`src/sv/dqe_pkg.sv`:
```
// Shared types and codes for the double-ended queue engine.
package dqe_pkg;

    localparam int WORD_W   = 64;
    localparam int CMD_W    = 3;
    localparam int STATUS_W = 2;
    localparam int ENTRY_W  = 5;

    typedef enum logic [CMD_W-1:0] {
        CMD_PUSH_FRONT = 3'd0,
        CMD_PUSH_BACK  = 3'd1,
        CMD_POP_FRONT  = 3'd2,
        CMD_POP_BACK   = 3'd3,
        CMD_SEARCH     = 3'd4
    } cmd_t;

    typedef enum logic [STATUS_W-1:0] {
        STAT_OK        = 2'd0,
        STAT_OVERFLOW  = 2'd1,
        STAT_UNDERFLOW = 2'd2,
        STAT_NOT_FOUND = 2'd3
    } status_t;

    typedef enum logic [1:0] {
        CELL_HOLD,
        CELL_SHIFT_IN,
        CELL_SHIFT_OUT,
        CELL_WRITE_AT
    } cell_op_t;

    typedef enum logic [1:0] {
        S_IDLE,
        S_SEARCH,
        S_REPORT
    } state_t;

    typedef struct packed {
        cell_op_t            op;
        logic [WORD_W-1:0]   word;
    } chain_ctrl_t;

endpackage

```
`src/sv/double_ended_queue_engine.sv`:
```
// Top level of the double-ended queue engine: command sequencer, two cell chains, result register.
//
// Usage: each request on the s_ channel carries a command in s_tuser and a word in s_tdata.
// Commands push or pop a word at either end, or search and destroy: trim both ends one
// pair per cycle until the back or the front word equals the given word, then remove it.
// Every request yields one result on the m_ channel with the front and back words, the
// number of words held and a status code (ok, overflow, underflow, not found).
// The queue is stored twice, in a chain of cells ordered from the front and in a chain
// ordered from the back, so both ends sit in a fixed cell and every cell takes data only
// from its neighbors or the input word; a chain shifts by one cell per cycle.
// Push, pop and unused codes pass from accept through S_REPORT to the result; search
// first stays in S_SEARCH, trimming one pair per step, until a compare hits or the
// queue is empty.
// One request is in work at a time. The next request is accepted while a finished
// result still waits in the output register; a stalled receiver holds the block only
// once a second result is ready.
// Reset (aresetn low, synchronous) empties the queue and drops any pending result; the
// cell contents are not cleared and are never shown for an empty queue.
module double_ended_queue_engine #(
    parameter int DEPTH = 16
) (
    input  logic          aclk,
    input  logic          aresetn,
    input  logic          s_tvalid,
    output logic          s_tready,
    input  logic [63:0]   s_tdata,   // [63:0] word
    input  logic [2:0]    s_tuser,   // [2:0] cmd
    output logic          m_tvalid,
    input  logic          m_tready,
    output logic [135:0]  m_tdata,   // [63:0] front_word, [127:64] back_word,
                                     // [132:128] entries, [135:133] zero
    output logic [1:0]    m_tuser    // [1:0] status
);
    import dqe_pkg::*;

    localparam int CNT_W = $clog2(DEPTH + 1);

    state_t              state_reg, state_next;
    logic [CNT_W-1:0]    count_reg, count_next;
    status_t             status_reg, status_next;
    logic [WORD_W-1:0]   key_reg, key_next;

    logic                out_valid_reg, out_valid_next;
    logic [WORD_W-1:0]   out_front_reg, out_front_next;
    logic [WORD_W-1:0]   out_back_reg, out_back_next;
    logic [ENTRY_W-1:0]  out_entries_reg, out_entries_next;
    status_t             out_status_reg, out_status_next;

    chain_ctrl_t         front_ctrl, back_ctrl;
    logic [WORD_W-1:0]   front_head, back_head;

    logic                accept;
    logic                out_load;
    logic                empty;
    logic                full;
    logic [CNT_W+ENTRY_W-1:0] count_wide;
    cmd_t                cmd;

    assign accept     = s_tvalid && s_tready;
    assign empty      = (count_reg == '0);
    assign full       = (count_reg == CNT_W'(DEPTH));
    assign count_wide = {{ENTRY_W{1'b0}}, count_reg};
    assign cmd        = cmd_t'(s_tuser);

    dqe_chain #(.DEPTH(DEPTH), .CNT_W(CNT_W)) u_front_chain (
        .aclk   (aclk),
        .ctrl   (front_ctrl),
        .wr_idx (count_reg),
        .head   (front_head)
    );

    dqe_chain #(.DEPTH(DEPTH), .CNT_W(CNT_W)) u_back_chain (
        .aclk   (aclk),
        .ctrl   (back_ctrl),
        .wr_idx (count_reg),
        .head   (back_head)
    );

    always_comb begin
        state_next       = state_reg;
        count_next       = count_reg;
        status_next      = status_reg;
        key_next         = key_reg;
        front_ctrl.op    = CELL_HOLD;
        front_ctrl.word  = s_tdata;
        back_ctrl.op     = CELL_HOLD;
        back_ctrl.word   = s_tdata;
        s_tready         = 1'b0;
        out_load         = 1'b0;

        case (state_reg)
            S_IDLE: begin
                s_tready = 1'b1;
                if (accept) begin
                    state_next  = S_REPORT;
                    status_next = STAT_OK;
                    case (cmd)
                        CMD_PUSH_FRONT: begin
                            if (full) begin
                                status_next = STAT_OVERFLOW;
                            end else begin
                                front_ctrl.op = CELL_SHIFT_IN;
                                back_ctrl.op  = CELL_WRITE_AT;
                                count_next    = count_reg + CNT_W'(1);
                            end
                        end
                        CMD_PUSH_BACK: begin
                            if (full) begin
                                status_next = STAT_OVERFLOW;
                            end else begin
                                front_ctrl.op = CELL_WRITE_AT;
                                back_ctrl.op  = CELL_SHIFT_IN;
                                count_next    = count_reg + CNT_W'(1);
                            end
                        end
                        CMD_POP_FRONT: begin
                            if (empty) begin
                                status_next = STAT_UNDERFLOW;
                            end else begin
                                front_ctrl.op = CELL_SHIFT_OUT;
                                count_next    = count_reg - CNT_W'(1);
                            end
                        end
                        CMD_POP_BACK: begin
                            if (empty) begin
                                status_next = STAT_UNDERFLOW;
                            end else begin
                                back_ctrl.op = CELL_SHIFT_OUT;
                                count_next   = count_reg - CNT_W'(1);
                            end
                        end
                        CMD_SEARCH: begin
                            key_next   = s_tdata;
                            state_next = S_SEARCH;
                        end
                        default: begin
                            status_next = STAT_OK;
                        end
                    endcase
                end
            end
            S_SEARCH: begin
                if (empty) begin
                    status_next = STAT_NOT_FOUND;
                    state_next  = S_REPORT;
                end else if (back_head == key_reg) begin
                    back_ctrl.op = CELL_SHIFT_OUT;
                    count_next   = count_reg - CNT_W'(1);
                    status_next  = STAT_OK;
                    state_next   = S_REPORT;
                end else if (front_head == key_reg) begin
                    front_ctrl.op = CELL_SHIFT_OUT;
                    count_next    = count_reg - CNT_W'(1);
                    status_next   = STAT_OK;
                    state_next    = S_REPORT;
                end else begin
                    // discard both ends; a single word is both ends at once
                    front_ctrl.op = CELL_SHIFT_OUT;
                    back_ctrl.op  = CELL_SHIFT_OUT;
                    count_next    = (count_reg == CNT_W'(1)) ? '0 : count_reg - CNT_W'(2);
                end
            end
            S_REPORT: begin
                if (!out_valid_reg || m_tready) begin
                    out_load   = 1'b1;
                    state_next = S_IDLE;
                end
            end
            default: begin
                state_next = S_IDLE;
            end
        endcase
    end

    always_comb begin
        out_valid_next   = out_valid_reg;
        out_front_next   = out_front_reg;
        out_back_next    = out_back_reg;
        out_entries_next = out_entries_reg;
        out_status_next  = out_status_reg;
        if (out_load) begin
            out_valid_next   = 1'b1;
            out_front_next   = empty ? '0 : front_head;
            out_back_next    = empty ? '0 : back_head;
            out_entries_next = count_wide[ENTRY_W-1:0];
            out_status_next  = status_reg;
        end else if (m_tready) begin
            out_valid_next = 1'b0;
        end
    end

    always_ff @(posedge aclk) begin
        if (!aresetn) begin
            state_reg     <= S_IDLE;
            count_reg     <= '0;
            status_reg    <= STAT_OK;
            out_valid_reg <= 1'b0;
        end else begin
            state_reg     <= state_next;
            count_reg     <= count_next;
            status_reg    <= status_next;
            out_valid_reg <= out_valid_next;
        end
    end

    always_ff @(posedge aclk) begin
        key_reg         <= key_next;
        out_front_reg   <= out_front_next;
        out_back_reg    <= out_back_next;
        out_entries_reg <= out_entries_next;
        out_status_reg  <= out_status_next;
    end

    assign m_tvalid = out_valid_reg;
    assign m_tdata  = {3'b000, out_entries_reg, out_back_reg, out_front_reg};
    assign m_tuser  = out_status_reg;

    // count never passes the capacity
    assert property (@(posedge aclk) disable iff (!aresetn)
        count_reg <= CNT_W'(DEPTH))
        else $error("held count exceeds capacity");

    // a push into a full queue leaves the count alone
    assert property (@(posedge aclk) disable iff (!aresetn)
        (accept && full && (cmd == CMD_PUSH_FRONT || cmd == CMD_PUSH_BACK))
        |=> (count_reg == $past(count_reg)))
        else $error("push into full queue changed the count");

    // every search step that goes on shrinks the queue
    assert property (@(posedge aclk) disable iff (!aresetn)
        (state_reg == S_SEARCH && state_next == S_SEARCH)
        |=> (count_reg < $past(count_reg)))
        else $error("search step did not shrink the queue");

    // a result for an empty queue shows zero words
    assert property (@(posedge aclk) disable iff (!aresetn)
        (out_load && empty) |=> (out_front_reg == '0 && out_back_reg == '0))
        else $error("empty queue reported nonzero words");

endmodule

```
`src/sv/dqe_cell.sv`:
```
// One storage cell of a queue chain: holds a word, takes a neighbor's or the input word.
module dqe_cell (
    input  logic                      aclk,
    input  dqe_pkg::cell_op_t         op,
    input  logic                      hit,
    input  logic [dqe_pkg::WORD_W-1:0] word,
    input  logic [dqe_pkg::WORD_W-1:0] left,
    input  logic [dqe_pkg::WORD_W-1:0] right,
    output logic [dqe_pkg::WORD_W-1:0] q
);
    import dqe_pkg::*;

    logic [WORD_W-1:0] data_reg;
    logic [WORD_W-1:0] data_next;

    always_comb begin
        data_next = data_reg;
        case (op)
            CELL_HOLD:      data_next = data_reg;
            CELL_SHIFT_IN:  data_next = left;
            CELL_SHIFT_OUT: data_next = right;
            CELL_WRITE_AT:  data_next = hit ? word : data_reg;
            default:        data_next = data_reg;
        endcase
    end

    always_ff @(posedge aclk) begin
        data_reg <= data_next;
    end

    assign q = data_reg;

endmodule

```
`src/sv/dqe_chain.sv`:
```
// Row of cells holding the queue in order from one end; cell zero is that end.
module dqe_chain #(
    parameter int DEPTH = 16,
    parameter int CNT_W = $clog2(DEPTH + 1)
) (
    input  logic                       aclk,
    input  dqe_pkg::chain_ctrl_t       ctrl,
    input  logic [CNT_W-1:0]           wr_idx,
    output logic [dqe_pkg::WORD_W-1:0] head
);
    import dqe_pkg::*;

    logic [WORD_W-1:0] q [DEPTH];

    genvar i;
    generate
        for (i = 0; i < DEPTH; i++) begin : g_cell
            logic [WORD_W-1:0] left_w;
            logic [WORD_W-1:0] right_w;

            if (i == 0) begin : g_first
                assign left_w = ctrl.word;
            end else begin : g_mid_l
                assign left_w = q[i-1];
            end

            if (i == DEPTH - 1) begin : g_last
                assign right_w = q[i];
            end else begin : g_mid_r
                assign right_w = q[i+1];
            end

            dqe_cell u_cell (
                .aclk  (aclk),
                .op    (ctrl.op),
                .hit   (wr_idx == CNT_W'(i)),
                .word  (ctrl.word),
                .left  (left_w),
                .right (right_w),
                .q     (q[i])
            );
        end
    endgenerate

    assign head = q[0];

endmodule

```
`config.mk`:
```
export PLATFORM = sky130hd
export DESIGN_NAME = double_ended_queue_engine
export DESIGN_NICKNAME = d
export VERILOG_FILES = /design/src/sv/dqe_pkg.sv /design/src/sv/double_ended_queue_engine.sv /design/src/sv/dqe_cell.sv /design/src/sv/dqe_chain.sv
export SDC_FILE = /design/constraint.sdc
export NUM_CORES = 2
export LEC_CHECK = 0
export ABC_CLOCK_PERIOD_IN_PS = 24900
export BUFFER_PORTS_ARGS = -buffer_cell sky130_fd_sc_hd__buf_2
export CAP_MARGIN = 20
export CELL_PAD_IN_SITES_DETAIL_PLACEMENT = 1
export CELL_PAD_IN_SITES_GLOBAL_PLACEMENT = 2
export CORE_MARGIN = 1
export CORE_UTILIZATION = 46
export DETAILED_ROUTE_END_ITERATION = 10
export PLACE_DENSITY_LB_ADDON = 0.1
export SLEW_MARGIN = 25
export SYNTH_ARGS = -nofsm -noshare
export SYNTH_HDL_FRONTEND = slang
export SYNTH_SLANG_ARGS = --single-unit
```
`constraint.sdc`:
```
create_clock -name aclk -period 24.9 [get_ports aclk]
set_clock_uncertainty 0.2 [all_clocks]
set_input_delay 1.245 -clock aclk [delete_from_list [all_inputs] [get_ports aclk]]
set_output_delay 1.245 -clock aclk [all_outputs]
set_load 0.01 [all_outputs]
```
==> metrics.txt <==
post-CTS setup buffers 0; PostCTS Resize Cnt 0; CTS sink cnt 2,257; Cell Pwr Density about 81 mW/mm2; number of flops mapped to enable cells by yosys roughly 2,200; Crit. End Element register; unrepaired setup endpoints after global routing false; number of port buffers 207; GRT overflow 0; pins over their slew limit 0; Clock Power Share 37.4%; fin nets 9,126; top_reg_cell synth edfxtp_1; setup TNS after final layout 0 ps; Max IR drop VDD 0.0644 mV; critical path fanouts, max 206; fmax 132 MHz; DRT antenna net count 0; leading area contributor after synthesis edfxtp_1; failing checks design-rule violations; clock latency on the worst-skew pair 900 ps; CP Data Required Time approximately 25,000 ps; Fin Hold WS roughly 250 ps; total power 9.27 mW; hpwl dp 215 mm; final hold violations 0; status finished, violations left; Post-Synthesis Cells 9,388; wire length per cell 29.6 um; Netlist cell types 55; TritonCTS Buffers 241; DP Worst Slack 17,460 ps; Setup Crit Path Kind register to register; Flop pwr share 50.8%; # hold bufs at CTS 0; Max Cap Violations 0; FP Rows between 150 and 200; Startpoint Class register; Core Util, Final 50.8%; layout cells sized above 1 9.95%; via count 77,900; Leakage 38.7 nW; async set-reset flop share out of synthesis 0%; initial DRC count between 9,000 and 10,000; CTS root buf clkbuf_16; Chip Width 478 um; Placer Congestion approximately 0.86; Vias per Instance approximately 6.4; CTS max path bufs 3; Rel. slew slack about 13%; total internal power 6.78 mW; Residual DRC about 50; Final Cycle Share 30.5%; CTS clk-pin slew, worst paths 60 ps; Boundary Pins 211; CTS H-Tree Depth 4; top-area cell type share of the netlist area between 60% and 70%; Synth area leaders edfxtp_1, a21oi_1, nor3_1, nand2_1, clkbuf_1; synth-to-layout area growth 9.61%; Final setup viols 0; core region area 0.225 mm2; min-delay worst type register to register; vias in the first global route 77,000; final setup margin 17,320 ps; mean area per synthesized cell 11.1 um2; initial antenna violation count 52; total global-route track usage around 30%; synthesized flop and latch total 2,257; full die area between 0.2 and 0.25 mm2; Warnings, synthesis 0; NetSw 2.48 mW; DRT Pass-1 Iters 9; switch share between 20% and 30%; CTS tree done; Slew @ Worst Pin 1310 ps; post-synthesis sequential area ratio 64.9%; DRT Wirelength between 300 and 400 mm; Post-Syn Area 0.104 mm2; crit path time final between 7000 and 8000 ps; Initial Util 46.3%; first-pass GRT wire length roughly 530 mm; Critical Path AT 7970 ps; Comb pwr share 11.8%; largest net degree at the start of global routing 265; Die Ht roughly 480 um
[power by group through the flow]
stage	logic, mW	clock network (mW)	registers [mW]
global placement	1.04	0	4.78
CTS	1.08	3.51	4.71
detailed placement	1.07	0	4.78
finish	1.09	3.47	4.71
global route	1.17	3.65	4.73
floorplan	0.664	0	4.75
[cells by family after synthesis]
logic type | after synthesis | synth area share, %
muxes | 260 | 2.80
buffers and inverters | 958 | 4.07
DFF | 2257 | 64.9
adders and majority gates | 9 | 0.108
other | 1 | 0.00360
and+or+nand+nor | 2115 | 9.38
xor gates and xnor gates | 131 | 1.10
AOI/OAI and AO/OA | 3657 | 17.6
[per-layer routing]
| metal | part of all wire (%) | track usage [%] | wire length [um] |
|---|---|---|---|
| met3 | 7.4 | 5.21 | 27000 |
| met5 | 0.012 | 0 | 45 |
| met2 | 46 | 48.1 | 167000 |
| met1 | 43 | 43.7 | 156000 |
| met4 | 3.3 | 10.6 | 12100 |
[worst max-delay path: stages (launching register included)]
cell     delay, ps
dfxtp_1        500
inv_1          150
ha_1           300
or3b_1         450
nor2_1         100
nor2_1         560
o21ai_1        400
nand2_4        830
buf_12         700
buf_4          900
buf_4          900
buf_4          700
a21oi_1        190
[cell usage after synthesis (all sizes together), types with 4 or more instances]
cell type	instances
nand2b	6
o21ai	907
nand2	927
clkbuf	652
nor4	8
a31oi	4
buf	300
mux2	256
xnor2	130
and2	194
and3	5
a21oi	2727
edfxtp	2247
ha	9
mux2i	4
nand4	34
nor2	21
nand3	7
dfxtp	10
nor3	903
inv	6
[layout make-up]
class                   count  area [um2]
fillers                 23500      111000
flip-flops and latches   2257       67700
multi-input cells        6175       32900
clock buffers             308        6410
well taps                2992        3740
repair buffers            365        2600
clock inverters           135         931
diodes                     17        42.5
inverters                   6        22.5
[metrics by stage]
step	area (um2)	cells
after global routing	114000	12200
after global placement	107000	11800
after floorplan	104000	9390
after detailed placement	107000	11800
after CTS	114000	12200
final	114000	12300
[placed cells by master, fill, tap and decap left out, drive strengths merged, types with 130 or more instances in the layout]
cell	instances
a21oi	2727
edfxtp	2247
nand2	927
o21ai	907
nor3	903
buf	365
clkbuf	308
mux2	256
and2	194
xnor2	130
[path summary, 6_finish.rpt]
| path | slack [ps] | startpoint | end | cells past startpoint |
|---|---|---|---|---|
| max reg2reg | 17320 | count_reg[0] | u_back_chain.g_cell[14].u_cell.q[26] | 12 |
| min reg2reg | 250 | status_reg[1] | m_tuser[1] | 0 |
| max | 17320 | count_reg[0] | u_back_chain.g_cell[14].u_cell.q[26] | 12 |
| min | 250 | status_reg[1] | m_tuser[1] | 0 |
(Power assumes the default switching activity.)
